$ cat src/hdl/bgme_pkg.sv
`timescale 1ns / 1ps
// ----------------------------------------------------------------------------
// Broadcast group member enumerator package
// Shared widths, register and status codes, microcode types and step names.
// ----------------------------------------------------------------------------
package bgme_pkg;

    localparam int ID_W            = 6;
    localparam int MASK_W          = 4;
    localparam int SIZE_W          = 7;
    localparam int STAT_W          = 2;
    localparam int HW_AXES         = 4;
    localparam int AX_W            = 2;
    localparam int CNT_W           = 3;
    localparam int PC_W            = 4;
    localparam int MAX_AXES        = 4;
    localparam int MAX_USED        = (MAX_AXES < HW_AXES) ? MAX_AXES : HW_AXES;
    localparam int MAX_DEVICES_DEF = 64;
    localparam int COUNT_W         = 3;
    localparam int IN_DATA_W       = 16;
    localparam int OUT_DATA_W      = 8;
    localparam int APB_DATA_W      = 32;
    localparam int PADDR_W         = 5;
    localparam int REG_IDX_W       = 3;

    typedef logic [HW_AXES-1:0][SIZE_W-1:0] size_vec_t;

    typedef enum logic [REG_IDX_W-1:0] {
        REG_AXIS_COUNT  = 3'd0,
        REG_AXIS_SIZE_0 = 3'd1,
        REG_AXIS_SIZE_1 = 3'd2,
        REG_AXIS_SIZE_2 = 3'd3,
        REG_AXIS_SIZE_3 = 3'd4
    } cfg_reg_t;

    localparam logic [STAT_W-1:0] STATUS_OK       = 2'd0;
    localparam logic [STAT_W-1:0] STATUS_RANGE    = 2'd1;
    localparam logic [STAT_W-1:0] STATUS_OVERSIZE = 2'd2;

    // Datapath operations selected by the control word.
    typedef enum logic [3:0] {
        OP_NOP,
        OP_LOAD,
        OP_PROD,
        OP_STR_INIT,
        OP_STRIDE,
        OP_DIV_INIT,
        OP_DIV_STEP,
        OP_DIV_END,
        OP_HORN_INIT,
        OP_HORNER,
        OP_DELTA_INIT,
        OP_DELTA,
        OP_EMIT,
        OP_ERR_OVERSIZE,
        OP_ERR_RANGE
    } op_t;

    // Jump conditions.
    typedef enum logic [3:0] {
        C_NEVER,
        C_ALWAYS,
        C_NO_INPUT,
        C_AX_NLAST,
        C_AX_NZ,
        C_CNT_NLAST,
        C_OVF,
        C_RANGE,
        C_EMIT_MORE
    } cond_t;

    typedef struct packed {
        op_t             op;
        cond_t           cond;
        logic [PC_W-1:0] target;
    } ucode_t;

    typedef struct packed {
        logic no_input;
        logic ax_nlast;
        logic ax_nz;
        logic cnt_nlast;
        logic ovf;
        logic range_err;
        logic emit_more;
    } dp_flags_t;

    // Program steps.
    localparam logic [PC_W-1:0] STEP_IDLE       = 4'd0;
    localparam logic [PC_W-1:0] STEP_PROD       = 4'd1;
    localparam logic [PC_W-1:0] STEP_CHK_SIZE   = 4'd2;
    localparam logic [PC_W-1:0] STEP_CHK_RANGE  = 4'd3;
    localparam logic [PC_W-1:0] STEP_STRIDE     = 4'd4;
    localparam logic [PC_W-1:0] STEP_DIV_INIT   = 4'd5;
    localparam logic [PC_W-1:0] STEP_DIV_STEP   = 4'd6;
    localparam logic [PC_W-1:0] STEP_DIV_END    = 4'd7;
    localparam logic [PC_W-1:0] STEP_HORN_INIT  = 4'd8;
    localparam logic [PC_W-1:0] STEP_HORNER     = 4'd9;
    localparam logic [PC_W-1:0] STEP_DELTA_INIT = 4'd10;
    localparam logic [PC_W-1:0] STEP_DELTA      = 4'd11;
    localparam logic [PC_W-1:0] STEP_EMIT       = 4'd12;
    localparam logic [PC_W-1:0] STEP_DONE       = 4'd13;
    localparam logic [PC_W-1:0] STEP_ERR_SIZE   = 4'd14;
    localparam logic [PC_W-1:0] STEP_ERR_RANGE  = 4'd15;

endpackage

$ cat src/hdl/bgme_useq.sv
`timescale 1ns / 1ps
// ----------------------------------------------------------------------------
// Microcode sequencer
// Step counter, control store and conditional jump logic.
// ----------------------------------------------------------------------------
module bgme_useq (
    input  logic                clk,
    input  logic                rst_n,
    input  bgme_pkg::dp_flags_t flags,
    output bgme_pkg::ucode_t    cw,
    output logic                in_ready
);
    import bgme_pkg::*;

    logic [PC_W-1:0] pc_reg;
    logic [PC_W-1:0] pc_next;
    logic            take_jump;

    // Control store: one word per step.
    always_comb
    begin
        case (pc_reg)
            STEP_IDLE:       cw = '{OP_LOAD,         C_NO_INPUT,  STEP_IDLE};
            STEP_PROD:       cw = '{OP_PROD,         C_AX_NLAST,  STEP_PROD};
            STEP_CHK_SIZE:   cw = '{OP_NOP,          C_OVF,       STEP_ERR_SIZE};
            STEP_CHK_RANGE:  cw = '{OP_STR_INIT,     C_RANGE,     STEP_ERR_RANGE};
            STEP_STRIDE:     cw = '{OP_STRIDE,       C_AX_NZ,     STEP_STRIDE};
            STEP_DIV_INIT:   cw = '{OP_DIV_INIT,     C_NEVER,     STEP_IDLE};
            STEP_DIV_STEP:   cw = '{OP_DIV_STEP,     C_CNT_NLAST, STEP_DIV_STEP};
            STEP_DIV_END:    cw = '{OP_DIV_END,      C_AX_NZ,     STEP_DIV_INIT};
            STEP_HORN_INIT:  cw = '{OP_HORN_INIT,    C_NEVER,     STEP_IDLE};
            STEP_HORNER:     cw = '{OP_HORNER,       C_AX_NLAST,  STEP_HORNER};
            STEP_DELTA_INIT: cw = '{OP_DELTA_INIT,   C_NEVER,     STEP_IDLE};
            STEP_DELTA:      cw = '{OP_DELTA,        C_AX_NZ,     STEP_DELTA};
            STEP_EMIT:       cw = '{OP_EMIT,         C_EMIT_MORE, STEP_EMIT};
            STEP_DONE:       cw = '{OP_NOP,          C_ALWAYS,    STEP_IDLE};
            STEP_ERR_SIZE:   cw = '{OP_ERR_OVERSIZE, C_ALWAYS,    STEP_EMIT};
            STEP_ERR_RANGE:  cw = '{OP_ERR_RANGE,    C_ALWAYS,    STEP_EMIT};
            default:         cw = '{OP_NOP,          C_ALWAYS,    STEP_IDLE};
        endcase
    end

    always_comb
    begin
        case (cw.cond)
            C_NEVER:     take_jump = 1'b0;
            C_ALWAYS:    take_jump = 1'b1;
            C_NO_INPUT:  take_jump = flags.no_input;
            C_AX_NLAST:  take_jump = flags.ax_nlast;
            C_AX_NZ:     take_jump = flags.ax_nz;
            C_CNT_NLAST: take_jump = flags.cnt_nlast;
            C_OVF:       take_jump = flags.ovf;
            C_RANGE:     take_jump = flags.range_err;
            C_EMIT_MORE: take_jump = flags.emit_more;
            default:     take_jump = 1'b0;
        endcase
    end

    assign pc_next  = take_jump ? cw.target : pc_reg + PC_W'(1);
    assign in_ready = (cw.op == OP_LOAD);

    always_ff @(posedge clk or negedge rst_n)
    begin
        if (!rst_n)
        begin
            pc_reg <= STEP_IDLE;
        end
        else
        begin
            pc_reg <= pc_next;
        end
    end

endmodule

$ cat src/hdl/bgme_dpath.sv
`timescale 1ns / 1ps
// ----------------------------------------------------------------------------
// Enumerator datapath
// Shared multiplier, restoring divider step, per-axis registers and the
// odometer that walks the broadcast axes, with the result register.
// ----------------------------------------------------------------------------
module bgme_dpath #(
    parameter int MAX_DEVICES = bgme_pkg::MAX_DEVICES_DEF
) (
    input  logic                          clk,
    input  logic                          rst_n,
    input  bgme_pkg::ucode_t              cw,
    output bgme_pkg::dp_flags_t           flags,
    input  logic                          in_fire,
    input  logic [bgme_pkg::ID_W-1:0]     req_dev,
    input  logic [bgme_pkg::MASK_W-1:0]   broadcast_mask,
    input  logic [bgme_pkg::HW_AXES-1:0]  axis_on,
    input  bgme_pkg::size_vec_t           axis_size,
    output logic                          out_valid,
    input  logic                          out_ready,
    output logic [bgme_pkg::ID_W-1:0]     member_id,
    output logic [bgme_pkg::STAT_W-1:0]   status,
    output logic                          last
);
    import bgme_pkg::*;

    localparam int DEV_W = $clog2(MAX_DEVICES + 1);
    localparam int MUL_W = DEV_W + SIZE_W;
    localparam int CMP_W = (DEV_W > ID_W) ? DEV_W : ID_W;

    // Control registers.
    logic [AX_W-1:0]   ax_reg,   ax_next;
    logic [CNT_W-1:0]  cnt_reg,  cnt_next;
    logic              ovf_reg,  ovf_next;
    logic [STAT_W-1:0] err_reg,  err_next;
    logic              oval_reg, oval_next;

    // Working registers.
    logic [ID_W-1:0]                    q_reg,      q_next;
    logic [SIZE_W-1:0]                  part_reg,   part_next;
    logic [DEV_W-1:0]                   total_reg,  total_next;
    logic [HW_AXES-1:0]                 bc_reg,     bc_next;
    logic [DEV_W-1:0]                   acc_reg,    acc_next;
    logic [DEV_W-1:0]                   id_reg,     id_next;
    logic [HW_AXES-1:0][DEV_W-1:0]      stride_reg, stride_next;
    logic [HW_AXES-1:0][DEV_W-1:0]      delta_reg,  delta_next;
    logic [HW_AXES-1:0][SIZE_W-1:0]     idx_reg,    idx_next;
    logic [ID_W-1:0]                    mem_reg,    mem_next;
    logic [STAT_W-1:0]                  stat_reg,   stat_next;
    logic                               last_reg,   last_next;

    logic [SIZE_W-1:0] cur_size;
    logic [DEV_W-1:0]  mul_a;
    logic [MUL_W-1:0]  mul_p;
    logic [SIZE_W:0]   trial;
    logic              trial_ge;
    logic [ID_W-1:0]   fixed_term;
    logic              out_free;
    logic              found;
    logic [AX_W-1:0]   sel;

    assign cur_size = axis_size[ax_reg];
    assign out_free = !oval_reg || out_ready;

    always_comb
    begin
        case (cw.op)
            OP_PROD:   mul_a = total_reg;
            OP_STRIDE: mul_a = acc_reg;
            OP_HORNER: mul_a = id_reg;
            OP_DELTA:  mul_a = stride_reg[ax_reg];
            default:   mul_a = '0;
        endcase
    end

    assign mul_p      = MUL_W'(mul_a) * MUL_W'(cur_size);
    assign trial      = {part_reg, q_reg[ID_W-1]};
    assign trial_ge   = (trial >= (SIZE_W+1)'(cur_size));
    assign fixed_term = bc_reg[ax_reg] ? '0 : idx_reg[ax_reg][ID_W-1:0];

    // Highest broadcast axis that can still step without wrapping.
    always_comb
    begin
        found = 1'b0;
        sel   = '0;
        for (int j = HW_AXES - 1; j >= 0; j--)
        begin
            if (!found && bc_reg[j] && (idx_reg[j] != axis_size[j] - SIZE_W'(1)))
            begin
                found = 1'b1;
                sel   = AX_W'(j);
            end
        end
    end

    always_comb
    begin
        ax_next     = ax_reg;
        cnt_next    = cnt_reg;
        ovf_next    = ovf_reg;
        err_next    = err_reg;
        oval_next   = oval_reg && !out_ready;
        q_next      = q_reg;
        part_next   = part_reg;
        total_next  = total_reg;
        bc_next     = bc_reg;
        acc_next    = acc_reg;
        id_next     = id_reg;
        stride_next = stride_reg;
        delta_next  = delta_reg;
        idx_next    = idx_reg;
        mem_next    = mem_reg;
        stat_next   = stat_reg;
        last_next   = last_reg;

        case (cw.op)
            OP_LOAD:
            begin
                if (in_fire)
                begin
                    q_next     = req_dev;
                    bc_next    = broadcast_mask & axis_on;
                    total_next = DEV_W'(1);
                    ovf_next   = 1'b0;
                    err_next   = STATUS_OK;
                    ax_next    = '0;
                end
            end
            OP_PROD:
            begin
                if (mul_p > MUL_W'(MAX_DEVICES))
                begin
                    ovf_next = 1'b1;
                end
                else
                begin
                    total_next = DEV_W'(mul_p);
                end
                ax_next = ax_reg + AX_W'(1);
            end
            OP_STR_INIT:
            begin
                acc_next = DEV_W'(1);
                ax_next  = AX_W'(HW_AXES - 1);
            end
            OP_STRIDE:
            begin
                stride_next[ax_reg] = acc_reg;
                acc_next            = DEV_W'(mul_p);
                ax_next             = ax_reg - AX_W'(1);
            end
            OP_DIV_INIT:
            begin
                part_next = '0;
                cnt_next  = '0;
            end
            OP_DIV_STEP:
            begin
                part_next = trial_ge ? SIZE_W'(trial - (SIZE_W+1)'(cur_size))
                                     : SIZE_W'(trial);
                q_next    = {q_reg[ID_W-2:0], trial_ge};
                cnt_next  = cnt_reg + CNT_W'(1);
            end
            OP_DIV_END:
            begin
                idx_next[ax_reg] = part_reg;
                ax_next          = ax_reg - AX_W'(1);
            end
            OP_HORN_INIT:
            begin
                id_next = '0;
                ax_next = '0;
            end
            OP_HORNER:
            begin
                id_next = DEV_W'(mul_p + MUL_W'(fixed_term));
                ax_next = ax_reg + AX_W'(1);
            end
            OP_DELTA_INIT:
            begin
                acc_next = '0;
                ax_next  = AX_W'(HW_AXES - 1);
                for (int k = 0; k < HW_AXES; k++)
                begin
                    if (bc_reg[k])
                    begin
                        idx_next[k] = '0;
                    end
                end
            end
            OP_DELTA:
            begin
                // Step on this axis, minus the spans of the faster axes that wrap.
                delta_next[ax_reg] = stride_reg[ax_reg] - acc_reg;
                if (bc_reg[ax_reg])
                begin
                    acc_next = acc_reg + DEV_W'(mul_p) - stride_reg[ax_reg];
                end
                ax_next = ax_reg - AX_W'(1);
            end
            OP_EMIT:
            begin
                if (out_free)
                begin
                    oval_next = 1'b1;
                    if (err_reg != STATUS_OK)
                    begin
                        mem_next  = '0;
                        stat_next = err_reg;
                        last_next = 1'b1;
                    end
                    else
                    begin
                        mem_next  = ID_W'(id_reg);
                        stat_next = STATUS_OK;
                        last_next = !found;
                        if (found)
                        begin
                            id_next = id_reg + delta_reg[sel];
                            for (int k = 0; k < HW_AXES; k++)
                            begin
                                if (bc_reg[k] && (k > int'(sel)))
                                begin
                                    idx_next[k] = '0;
                                end
                            end
                            idx_next[sel] = idx_reg[sel] + SIZE_W'(1);
                        end
                    end
                end
            end
            OP_ERR_OVERSIZE: err_next = STATUS_OVERSIZE;
            OP_ERR_RANGE:    err_next = STATUS_RANGE;
            default:
            begin
            end
        endcase
    end

    always_comb
    begin
        flags.no_input  = !in_fire;
        flags.ax_nlast  = (ax_reg != AX_W'(HW_AXES - 1));
        flags.ax_nz     = (ax_reg != '0);
        flags.cnt_nlast = (cnt_reg != CNT_W'(ID_W - 1));
        flags.ovf       = ovf_reg;
        flags.range_err = (CMP_W'(q_reg) >= CMP_W'(total_reg));
        flags.emit_more = !(out_free && ((err_reg != STATUS_OK) || !found));
    end

    always_ff @(posedge clk or negedge rst_n)
    begin
        if (!rst_n)
        begin
            ax_reg   <= '0;
            cnt_reg  <= '0;
            ovf_reg  <= 1'b0;
            err_reg  <= STATUS_OK;
            oval_reg <= 1'b0;
        end
        else
        begin
            ax_reg   <= ax_next;
            cnt_reg  <= cnt_next;
            ovf_reg  <= ovf_next;
            err_reg  <= err_next;
            oval_reg <= oval_next;
        end
    end

    always_ff @(posedge clk)
    begin
        q_reg      <= q_next;
        part_reg   <= part_next;
        total_reg  <= total_next;
        bc_reg     <= bc_next;
        acc_reg    <= acc_next;
        id_reg     <= id_next;
        stride_reg <= stride_next;
        delta_reg  <= delta_next;
        idx_reg    <= idx_next;
        mem_reg    <= mem_next;
        stat_reg   <= stat_next;
        last_reg   <= last_next;
    end

    assign out_valid = oval_reg;
    assign member_id = mem_reg;
    assign status    = stat_reg;
    assign last      = last_reg;

endmodule

$ cat src/hdl/broadcast_group_member_enumerator.sv
`timescale 1ns / 1ps
// ----------------------------------------------------------------------------
// Broadcast group member enumerator
// Lists the flat ids of every device that shares a broadcast group with a
// given device in a configured hierarchy of up to four axes.
// ----------------------------------------------------------------------------
// Usage. The hierarchy is set through the APB port: axis_count at 0x0 and the
// four axis sizes at 0x4 to 0x10. Registers reset to a one-axis hierarchy of
// one device and must only be written while the block is idle.
// A request beat on the s_ channel carries a device id and a broadcast mask.
// The block answers with one beat per group member on the m_ channel, the
// hierarchy's own axis order setting the order of the members, and tlast
// marks the final beat. A device id outside the hierarchy, or a hierarchy of
// more than MAX_DEVICES devices, gives a single beat with an error status.
// Timing. s_tready is high only while the sequencer waits for a request.
// After acceptance the microcode program forms the hierarchy size, checks
// size and range (a failed check goes straight to its error beat), builds
// the strides, divides the id into axis indices by shift and subtract steps,
// then forms the first member and the odometer deltas. Members then follow
// one per cycle into the result register unless m_tready stalls them.
// Stalls. When m_tready is low the result register holds its beat and the
// program waits at its emit step. After reset no beat is pending and the
// block is ready for a request.
// ----------------------------------------------------------------------------
module broadcast_group_member_enumerator #(
    parameter int MAX_DEVICES = bgme_pkg::MAX_DEVICES_DEF
) (
    input  logic                              clk,
    input  logic                              rst_n,
    // Request channel.
    input  logic                              s_tvalid,
    output logic                              s_tready,
    input  logic [bgme_pkg::IN_DATA_W-1:0]    s_tdata,   // [5:0] dev_id, [9:6] broadcast_mask
    // Result channel.
    output logic                              m_tvalid,
    input  logic                              m_tready,
    output logic [bgme_pkg::OUT_DATA_W-1:0]   m_tdata,   // [5:0] member_id
    output logic [bgme_pkg::STAT_W-1:0]       m_tuser,   // [1:0] status
    output logic                              m_tlast,
    // Configuration port.
    input  logic                              psel,
    input  logic                              penable,
    input  logic                              pwrite,
    input  logic [bgme_pkg::PADDR_W-1:0]      paddr,
    input  logic [bgme_pkg::APB_DATA_W-1:0]   pwdata,
    output logic [bgme_pkg::APB_DATA_W-1:0]   prdata,
    output logic                              pready
);
    import bgme_pkg::*;

    // Configuration registers.
    logic [COUNT_W-1:0]             count_reg;
    logic [HW_AXES-1:0][SIZE_W-1:0] size_reg;
    logic                           cfg_wr;
    logic [REG_IDX_W-1:0]           reg_idx;

    logic [COUNT_W-1:0]  used_axes;
    logic [HW_AXES-1:0]  axis_on;
    size_vec_t           axis_size;

    ucode_t              cw;
    dp_flags_t           flags;
    logic                in_fire;
    logic [ID_W-1:0]     member_id;

    assign pready  = 1'b1;
    assign reg_idx = paddr[PADDR_W-1:2];
    assign cfg_wr  = psel && penable && pwrite && pready;

    always_ff @(posedge clk or negedge rst_n)
    begin
        if (!rst_n)
        begin
            count_reg <= COUNT_W'(1);
            size_reg  <= {HW_AXES{SIZE_W'(1)}};
        end
        else if (cfg_wr)
        begin
            case (reg_idx)
                REG_AXIS_COUNT:  count_reg   <= pwdata[COUNT_W-1:0];
                REG_AXIS_SIZE_0: size_reg[0] <= pwdata[SIZE_W-1:0];
                REG_AXIS_SIZE_1: size_reg[1] <= pwdata[SIZE_W-1:0];
                REG_AXIS_SIZE_2: size_reg[2] <= pwdata[SIZE_W-1:0];
                REG_AXIS_SIZE_3: size_reg[3] <= pwdata[SIZE_W-1:0];
                default:
                begin
                end
            endcase
        end
    end

    always_comb
    begin
        case (reg_idx)
            REG_AXIS_COUNT:  prdata = APB_DATA_W'(count_reg);
            REG_AXIS_SIZE_0: prdata = APB_DATA_W'(size_reg[0]);
            REG_AXIS_SIZE_1: prdata = APB_DATA_W'(size_reg[1]);
            REG_AXIS_SIZE_2: prdata = APB_DATA_W'(size_reg[2]);
            REG_AXIS_SIZE_3: prdata = APB_DATA_W'(size_reg[3]);
            default:         prdata = '0;
        endcase
    end

    // A count of zero means one axis; it saturates at the number of size
    // registers. Unused axes and zero sizes behave as size one.
    always_comb
    begin
        if (count_reg == '0)
        begin
            used_axes = COUNT_W'(1);
        end
        else if (count_reg > COUNT_W'(MAX_USED))
        begin
            used_axes = COUNT_W'(MAX_USED);
        end
        else
        begin
            used_axes = count_reg;
        end
        for (int k = 0; k < HW_AXES; k++)
        begin
            axis_on[k] = (k < int'(used_axes));
            if (axis_on[k] && (size_reg[k] != '0))
            begin
                axis_size[k] = size_reg[k];
            end
            else
            begin
                axis_size[k] = SIZE_W'(1);
            end
        end
    end

    assign in_fire = s_tvalid && s_tready;

    bgme_useq u_useq (
        .clk      (clk),
        .rst_n    (rst_n),
        .flags    (flags),
        .cw       (cw),
        .in_ready (s_tready)
    );

    bgme_dpath #(
        .MAX_DEVICES (MAX_DEVICES)
    ) u_dpath (
        .clk            (clk),
        .rst_n          (rst_n),
        .cw             (cw),
        .flags          (flags),
        .in_fire        (in_fire),
        .req_dev        (s_tdata[ID_W-1:0]),
        .broadcast_mask (s_tdata[ID_W+MASK_W-1:ID_W]),
        .axis_on        (axis_on),
        .axis_size      (axis_size),
        .out_valid      (m_tvalid),
        .out_ready      (m_tready),
        .member_id      (member_id),
        .status         (m_tuser),
        .last           (m_tlast)
    );

    assign m_tdata = OUT_DATA_W'(member_id);

endmodule

$ cat config.mk
export PLATFORM = sky130hd
export DESIGN_NAME = broadcast_group_member_enumerator
export DESIGN_NICKNAME = d
export VERILOG_FILES = /design/src/hdl/bgme_pkg.sv /design/src/hdl/bgme_useq.sv /design/src/hdl/bgme_dpath.sv /design/src/hdl/broadcast_group_member_enumerator.sv
export SDC_FILE = /design/constraint.sdc
export NUM_CORES = 1
export LEC_CHECK = 0
export BUFFER_PORTS_ARGS = -buffer_cell sky130_fd_sc_hd__buf_2
export CAP_MARGIN = 20
export CORE_MARGIN = 4
export CORE_UTILIZATION = 38
export CTS_CLUSTER_DIAMETER = 40
export CTS_CLUSTER_SIZE = 16
export DETAILED_ROUTE_END_ITERATION = 8
export GPL_TIMING_DRIVEN = 0
export HOLD_SLACK_MARGIN = 0.1
export SLEW_MARGIN = 20
export SYNTH_ARGS = -nofsm -noshare
export SYNTH_HDL_FRONTEND = slang
export SYNTH_SLANG_ARGS = --single-unit
$ cat constraint.sdc
create_clock -name clk -period 15.75 [get_ports clk]
set_clock_uncertainty 0.15 [all_clocks]
set_input_delay 3.15 -clock clk [delete_from_list [all_inputs] [get_ports clk]]
set_output_delay 3.15 -clock clk [all_outputs]
set_load 0.03 [all_outputs]
---- Word level (Yosys, flattened, before mapping) ----
Memories as Yosys holds them, arrays and structs flattened.
Index checks and enable logic that the tools add are counted.
word-level totals
  memories kept ........................... 1
  bits in registers ....................... 175
  bits in read-only memories .............. 192
  word-level logic and storage cells ...... 260
  bits of input ports ..................... 60
cells by class
  bitwise logic cells ..................... 1
  eq/ne operators ......................... 43
  multiplexer cells ....................... 84
  reduce and logical (&&, ||, !) cells .... 68
  add/subtract/negate cells ............... 15
  multiply operators ...................... 1
  $lt $le $gt $ge ......................... 15
memory list
  memory           words  width  rd ports  clocked after Yosys merged registers in  write ports  line             text
  (no name shown)  16     12     1         0                                        0            bgme_useq.sv:22  case (pc_reg)
operator list
  kind                 count
  $mux 7               36
  $bwmux 28            4
  $mux 28              3
  $pmux 28 s3          1
  $bmux 7 s2           5
  $pmux 7 s4           2
  $pmux 7 s5           1
  $eq 4x3->1 const B   8
  $eq 4x4->1 const B   8
  $demux 7 s2          2
  $ne 7x7->1           4
  $pmux 7 s2           2
  $reduce_bool 7->1    4
  $sub 7x1->7 const B  4
  $reduce_and 2->1     11
  $logic_and 1x1->1    21
  $pmux 7 s3           1
  $sub 7x7->7          3
  $reduce_and 5->1     4
  $mux 6               3
  $ne 2x1->1 const B   9
  $eq 4x2->1 const B   4
  $add 7x7->7          2
  $gt 14x7->1 const B  1
  other kinds (45)     84

---- Depth between registers and ports, before layout ----
Gate-level depths: netlist (run 1).
  depth in word-level cells ............... 34
  depth in mapped cells ................... 26
  depth with buffers taken out ............ 25

---- Cells and area by module ----
Synthesis (run 1) repeated with hierarchy kept, for this count alone.
second synthesis, totals
  cell total of the unflattened synthesis .. 1293
  area, all modules ....................... 13325.3 um2
modules (own cells, without submodules)
  module                             seq. area each (um2)  times used  area an instance (um2)  cells an instance
  bgme_dpath                         4159.0                1           10769.1                 1042
  broadcast_group_member_enumerator  782.0                 1           1949.4                  179
  bgme_useq                          100.1                 1           606.8                   72

---- Worst setup path after synthesis (run 1) ----
Ideal clock, no wire load.
  kind .................................... input to output
  start point ............................. input paddr[3] (netlist name)
  end point ............................... output prdata[2] (netlist name)
  setup slack ............................. 7.736 ns
  stages on the path ...................... 6
  path buffers ............................ 2
  arrival time ............................ 4.714 ns
  path through ............................ clkbuf_1 -> buf_1 -> mux2i_1 -> nor2_1 -> a21oi_1 -> o21ai_0
between the ends
  longest elaborated chain between the ends .. 2
  elaborated cells on any way between the ends .. 6
ends and longest elaborated chain
  element                             line                                     text
  start, declared                     broadcast_group_member_enumerator.sv:44  input logic [bgme_pkg::PADDR_W-1:0] paddr,
  $eq 3x3->1 (tied with other cells)  broadcast_group_member_enumerator.sv:94  case (reg_idx)
  $pmux 7 s5 *                        broadcast_group_member_enumerator.sv:94
  end, declared                       broadcast_group_member_enumerator.sv:46  output logic [bgme_pkg::APB_DATA_W-1:0] prdata,
Mark *: on every way between the ends. The rest lies on a longest branch, timed or not.

---- Final worst setup path (run 1) ----
  start point ............................. register u_dpath.ax_reg[0]
  end point ............................... register u_dpath.total_reg[0], enable pin
between the ends
  longest elaborated chain between the ends .. 7
  elaborated cells on any way between the ends .. 9
ends and longest elaborated chain
  element                              line               text
  start, declared                      bgme_dpath.sv:32   logic [AX_W-1:0] ax_reg, ax_next;
  start signal, assigned               bgme_dpath.sv:263  ax_reg <= ax_next;
  $bmux 7 s2                           bgme_dpath.sv:71   OP_DELTA: mul_a = stride_reg[ax_reg];
  $mux 7 (implied by the code)         bgme_dpath.sv:71
  $pmux 7 s4                           bgme_dpath.sv:67   case (cw.op)
  $mul 7x7->14 *                       bgme_dpath.sv:76   assign mul_p = MUL_W'(mul_a) * MUL_W'(cur_size);
  $gt 14x7->1 *                        bgme_dpath.sv:131  if (mul_p > MUL_W'(MAX_DEVICES))
  $ne 2x2->1 (no source line) *        n/a
  $reduce_and 3->1 (no source line) *  n/a
  end signal, assigned                 bgme_dpath.sv:275  total_reg <= total_next;
  end, declared                        bgme_dpath.sv:41   logic [DEV_W-1:0] total_reg, total_next;
Mark *: on every way between the ends. The rest lies on a longest branch, timed or not. The select of a mux whose other input is x is not followed.
A chain may end at the register's enable or synchronous reset.

==> results of run 1 <==
power groups by stage:
stage | sequential, W | combinational (W) | clock [W]
after CTS | 0.000808 | 0.00204 | 0.000463
after detailed placement | 0.000818 | 0.00202 | 0
final | 0.000812 | 0.00207 | 0.000457
after global routing | 0.000822 | 0.00229 | 0.000485
after global placement | 0.000815 | 0.00199 | 0
after floorplan | 0.000770 | 0.00150 | 0
per-layer routing:
metal / part of all wire [%] / track usage [%]
met1: 45 / 29.6
met2: 45 / 32.4
met3: 7.9 / 4.05
met4: 2.2 / 5.40
met5: 0 / 0
kinds of logic after synthesis:
logic type,after synthesis,synth area share (%)
adder cells (fa/ha/maj),117,12.8
buffers and inverters,182,5.97
other,2,0.0560
AO/OA/AOI/OAI,345,17.3
XOR/XNOR,65,4.25
flip-flops,175,37.6
multiplexers,69,6.90
AND/OR/NAND/NOR,410,15.2
worst reg2reg max path, delay by kind of cell, from the launching register on:
family	cells	cell delay [ns]
AO/OA/AOI/OAI	6	2.56
AND/OR/NAND/NOR	3	0.91
flip-flops	1	0.56
buffers and inverters	5	2.50
adder cells (fa/ha/maj)	5	2.40
final timing paths:
kind,endpoint,slack (ns),cells past startpoint
min,u_dpath.cnt_reg[2],0.35,1
max,u_dpath.total_reg[0],6.28,19
min in group asynchronous,size_reg[18],2.59,1
max reg2reg,u_dpath.total_reg[0],6.28,19
max in group asynchronous,u_dpath.ax_reg[1],12.42,1
min reg2reg,u_dpath.cnt_reg[2],0.35,1
cell type report:
cell class	count	area, um^2
fillers	3392	19800
repair buffers	42	213
well taps	455	569
inverters	96	360
clock inverters	15	190
clock buffers	17	425
plain buffers	86	440
flip-flops and latches	175	5040
multi-input cells	1034	7680
through the flow:
step	std cells	instance area (um^2)	hold WS (ns)	power, W	utilization (%)
2_1_floorplan	1391	13500	0.306	0.00227	-
4_1_cts	1920	14900	0.352	0.00331	42.9
3_5_place_dp	1888	14300	0.341	0.00284	41.2
6_report	1920	14900	0.346	0.00334	43.0
3_3_place_gp	1887	14300	0.334	0.00280	41.1
5_1_grt	1920	14900	0.377	0.00360	43.0
placed cells by master (no fill, tap or decap), types with 17 or more instances in the layout:
cell,synthesis,routed
a21oi_1,65,65
o21ai_0,87,87
a21o_1,27,27
mux2i_1,17,17
nand2_1,112,112
nor2_1,126,126
nor2b_1,27,27
ha_1,83,83
xnor2_1,40,40
nand3_1,25,25
buf_4,28,29
clkbuf_1,51,51
conb_1,2,28
edfxtp_1,131,131
nor3_1,26,24
buf_2,4,45
o22ai_1,18,18
clkbuf_16,0,17
inv_1,94,94
dfrtp_1,39,39
nand2b_1,18,18
fa_1,34,34
mux2_2,37,37
xor2_1,25,25
a22oi_1,22,22
==> run_results.csv, run 1 <==
group,metric,value,unit
pwr,swShare,48.2,%
critical_path,worstSetupEndpointType,"register",
sta,setup-violations-final,0,
critical_path,worstSetupPathType,"register to register",
synth,synth_commonest_cells,"edfxtp_1, nor2_1, nand2_1",
routing,first_iter_violations,1122,
sta,rsz0062_at_grt,"false",
synth,async_flop_share,25.1,%
synth,yosysWarnings,0,
cts,cts.hold.buffers_added,0,
global_route,grtUsageTotal,20.7,%
placed_design,gp_congestion,0.934,
placed_design,io_buffers,41,
sta,fin_setup_tns,0,ns
pwr,power_frac_seq,24.3,%
critical_path,cp_max_fo,10,
cts,clkLatencyLatePin,0.45,ns
synth,netlist_top_cells_area,"edfxtp_1, ha_1, dfrtp_1",
sta,tightest_slew,1.14,ns
sta,timing.final.ws_setup,6.28,ns
global_route,antenna_found_initial,0,
synth,yosysSeqAreaShare,37.6,%
critical_path,required,15.66,ns
placed_design,detailedPlace.worstSlack,6.24,ns
critical_path,crit_start,"u_dpath.ax_reg[0]",
worst_hold_path,hold_class,"register to register",
cts,htreeDepth,4,
synth,synthFlopType,"edfxtp_1",
sta,relSlewSlack,23.4,%
outcome,status,"finished, final reports clean",
final_layout,antenna_cells,0,
routing,ant_nets,0,
floorplan,initial_core_util,38.6,%
floorplan,num_io_pins,106,
placed_design,hpwl,30600,um
critical_path,start_kind,"register",
critical_path,path_buf_inv,5,
cts,clock_path_buffers,2,
final_layout,fin_nets,1629,
synth,netlist_area,0.0134,mm^2
synth,synth_cell_types,86,
sta,period_share,60.1,%
worst_hold_path,min-delay-start,"u_dpath.cnt_reg[2]",
cts,root_buffer,"clkbuf_16",
global_route,grt-ovfl-total,0,
cts,cts_tree,"yes",
sta,fin_crit,9.47,ns
floorplan,die_w,196,um
synth,post-synth-top-count-cell,"edfxtp_1",
critical_path,cp_cell_sequence,"clkbuf_1 -> clkbuf_1 -> buf_1 -> clkbuf_1 -> o21ai_1 -> or2_2 -> fa_1 -> fa_1 -> fa_1 -> inv_1 -> fa_1 -> ha_1 -> a21boi_0 -> nor2_1 -> o21ai_0 -> o2111ai_1 -> a2111oi_0 -> nand3_1 -> o21ai_0",
final_layout,drive_gt1_share,13.9,%
sta,finalHoldViolCount,0,
sta,fmax,106,MHz
critical_path,arrival,9.38,ns
floorplan,die_y,196,um
cts,cts_setup_buffers,0,
routing,via_per_inst,5.75,
pwr,pwr-share-comb,62.0,%
critical_path,slowest_delay,0.82,ns
cts,numCtsBuffers,17,
pwr,p_leak,6.08,nW
pwr,net-switching-power,0.00161,W
floorplan,rows,68,
routing,route.detailed.drc,0,
synth,synthCells,1365,
critical_path,path_delay_family,"compound AO/OA/AOI/OAI gates",
flow_run,maxCapViolCount,0,
floorplan,core,0.0347,mm^2
critical_path,r2r_start,"u_dpath.ax_reg[0]",
synth,yosysTopAreaCell,"edfxtp_1",
critical_path,cpMaxStageDelayCell,"o21ai_0",
routing,firstDrtPassIters,5,
synth,avgSynthCellArea,9.82,um^2
sta,finalMaxSlewViolations,0,
pwr,p_int,0.00173,W
cts,clock-sinks,175,
global_route,grt_pass1_wl,62200,um
floorplan,die_area,0.0384,mm^2
pwr,clkPwrFrac,13.7,%
routing,vias,11000,
global_route,grt_pass1_vias,10600,
synth,synth_edf_count,131,
routing,wire_per_inst,20.7,um
synth,ys_seq_elements,175,
routing,wl,39800,um
critical_path,path_common_cell,"fa_1",
global_route,grt_max_degree,45,
final_layout,area_growth,11.3,%
synth,synth_top_area_share,29.3,%
pwr,peakVddDrop,0.128,mV
cts,post_cts_resized,0,
pwr,powerDensity,224,mW/mm^2
cts,cts.reportedPaths.clkPinSlew,0.08,ns
No activity file was read; power rests on OpenSTA's default activity.
==> inputs of run 2 (changes only) <==
==> constraint.sdc (replaced) <==
create_clock -name clk -period 9.07 [get_ports clk]
set_clock_uncertainty 0.15 [all_clocks]
set_input_delay 1.814 -clock clk [delete_from_list [all_inputs] [get_ports clk]]
set_output_delay 1.814 -clock clk [all_outputs]
set_load 0.03 [all_outputs]
==> run 2 against run 1 <==
Non-clock buffer count did not move. Clock-buffer cell count did not move. Via count about the same. Worst hold slack improved by 0.0049 ns. Worst setup slack got worse by 5.7 ns. Critical path type unchanged. Largest power group unchanged.
==> run_results.csv, run 2 (synthesis gave the netlist of run 1 again) <==
group,metric,value,unit
outcome,status,"finished, final reports clean",
critical_path,r2r_start,"u_dpath.ax_reg[0]",
routing,vias,11000,
critical_path,reg2reg_slack,0.56,ns
critical_path,slowest_delay,0.62,ns
routing,first_iter_violations,1124,
critical_path,worstSetupEndpointType,"register",
global_route,grt_max_degree,45,
routing,route.detailed.drc,0,
cts,root_buffer,"clkbuf_16",
placed_design,hpwl,30600,um
sta,relSlewSlack,24.2,%
cts,cts_tree,"yes",
cts,cts_setup_buffers,0,
cts,clock-sinks,175,
worst_hold_path,min_to,"u_dpath.cnt_reg[2]",
floorplan,rows,68,
critical_path,r2r-end,"u_dpath.total_reg[0]",
sta,fmax,117,MHz
critical_path,r2r_cells,19,
cts,cts.reportedPaths.clkPinSlew,0.08,ns
final_layout,fill_cells,3389,
pwr,finalPower,0.00580,W
floorplan,die_area,0.0384,mm^2
critical_path,cp_max_fo,10,
critical_path,cp_cell_sequence,"clkbuf_2 -> clkbuf_1 -> clkbuf_2 -> clkbuf_1 -> o21ai_1 -> or2_2 -> fa_1 -> fa_1 -> fa_1 -> inv_1 -> fa_1 -> ha_1 -> a21boi_0 -> nor2_1 -> o21ai_0 -> o2111ai_1 -> a2111oi_0 -> nand3_1 -> o21ai_2",
final_layout,fin_nets,1629,
critical_path,worstSetupPathType,"register to register",
cts,clock_path_buffers,2,
global_route,grt-ovfl-total,0,
cts,numCtsBuffers,17,
global_route,antenna_found_initial,0,
pwr,powerDensity,389,mW/mm^2
floorplan,num_io_pins,106,
final_layout,area_growth,11.3,%
worst_hold_path,min_path_cells,1,
cts,cts.hold.buffers_added,0,
worst_hold_path,hold_class,"register to register",
sta,fin_crit,8.51,ns
routing,wl,39800,um
global_route,grt_pass1_vias,10600,
cts,htreeDepth,4,
pwr,p_leak,6.09,nW
floorplan,die_w,196,um
critical_path,required,9.02,ns
placed_design,io_buffers,41,
final_layout,layout_common_cells,"edfxtp_1, nor2_1, nand2_1",
pwr,peakVddDrop,0.224,mV
worst_hold_path,min-delay-start,"u_dpath.cnt_reg[2]",
floorplan,initial_core_util,38.6,%
flow_run,maxCapViolCount,0,
sta,whs,0.351,ns
global_route,grt_pass1_wl,62200,um
sta,finalHoldViolCount,0,
floorplan,die_y,196,um
final_layout,final_common_cell,"edfxtp_1",
routing,wire_per_inst,20.7,um
final_layout,drive_gt1_share,14.1,%
global_route,grtUsageTotal,20.7,%
placed_design,gp_congestion,0.934,
sta,rsz0062_at_grt,"false",
critical_path,cpMaxStageDelayCell,"clkbuf_1",
sta,period_share,93.8,%
sta,fin_setup_tns,0,ns
floorplan,core,0.0347,mm^2
sta,tightest_slew,1.13,ns
sta,setup-violations-final,0,
cts,clkLatencyLatePin,0.45,ns
final_layout,antenna_cells,0,
critical_path,path_common_cell,"fa_1",
critical_path,arrival,8.46,ns
routing,ant_nets,0,
sta,finalMaxSlewViolations,0,
routing,via_per_inst,5.75,
critical_path,start_kind,"register",
routing,firstDrtPassIters,6,
[run 2: worst max path at each step]
stage / from / to / slack (ns) / depth (start not counted)
floorplan: u_useq.pc_reg[1] / u_dpath.total_reg[0] / 1.78 / 24
global placement: u_dpath.ax_reg[0] / u_dpath.total_reg[0] / -0.35 / 19
detailed placement: u_dpath.ax_reg[0] / u_dpath.total_reg[0] / -0.44 / 19
CTS: u_dpath.ax_reg[0] / u_dpath.total_reg[0] / 0.1 / 19
global route: u_dpath.ax_reg[0] / u_dpath.total_reg[0] / 0.13 / 21
finish: u_dpath.ax_reg[0] / u_dpath.total_reg[0] / 0.56 / 19
[run 2: worst max-delay path, delay by kind of cell (launching register included)]
kind | cells | cell delay [ns]
adders and majority gates | 5 | 2.40
DFF | 1 | 0.56
AOI/OAI and AO/OA | 6 | 2.12
buffers and inverters | 5 | 2.00
and+or+nand+nor | 3 | 0.93
[run 2: cell type report]
class / instances / area [um^2] / area share, %
repair buffers: 42 / 213 / 1.42
inverters: 96 / 360 / 2.41
well taps: 455 / 569 / 3.81
plain buffers: 86 / 443 / 2.97
flip-flops and latches: 175 / 5040 / 33.8
clock buffers: 17 / 425 / 2.85
clock inverters: 15 / 190 / 1.27
multi-input cells: 1034 / 7690 / 51.5
[run 2: through the flow]
step	worst slack (ns)	cells	cell area (um^2)	util [%]
3_3_place_gp	-0.350	1887	14300	41.1
5_1_grt	0.134	1920	14900	43.0
3_5_place_dp	-0.438	1888	14300	41.2
2_1_floorplan	1.78	1391	13500	-
4_1_cts	0.0985	1920	14900	42.9
6_report	0.559	1920	14900	43.0
[run 2: metal layers]
layer	vias up	global-route usage [%]	wire length, um
met1	5458	29.6	17800
met4	0	5.40	871
li1	5090	-	-
met3	56	4.05	3220
met2	429	32.4	17900
met5	-	0	0
[run 2: repair_timing]
item / in CTS / in global routing
pin swaps: 0 / 0
endpoints found under the setup margin: 7 / 7
gates resized for setup: 2 / 3
[run 2: report_power, final]
| part | internal (W) | switching [W] |
|---|---|---|
| combinational | 0.00136 | 0.00223 |
| clock | 0.000443 | 0.000349 |
| sequential | 0.00120 | 0.000210 |
| total | 0.00301 | 0.00279 |
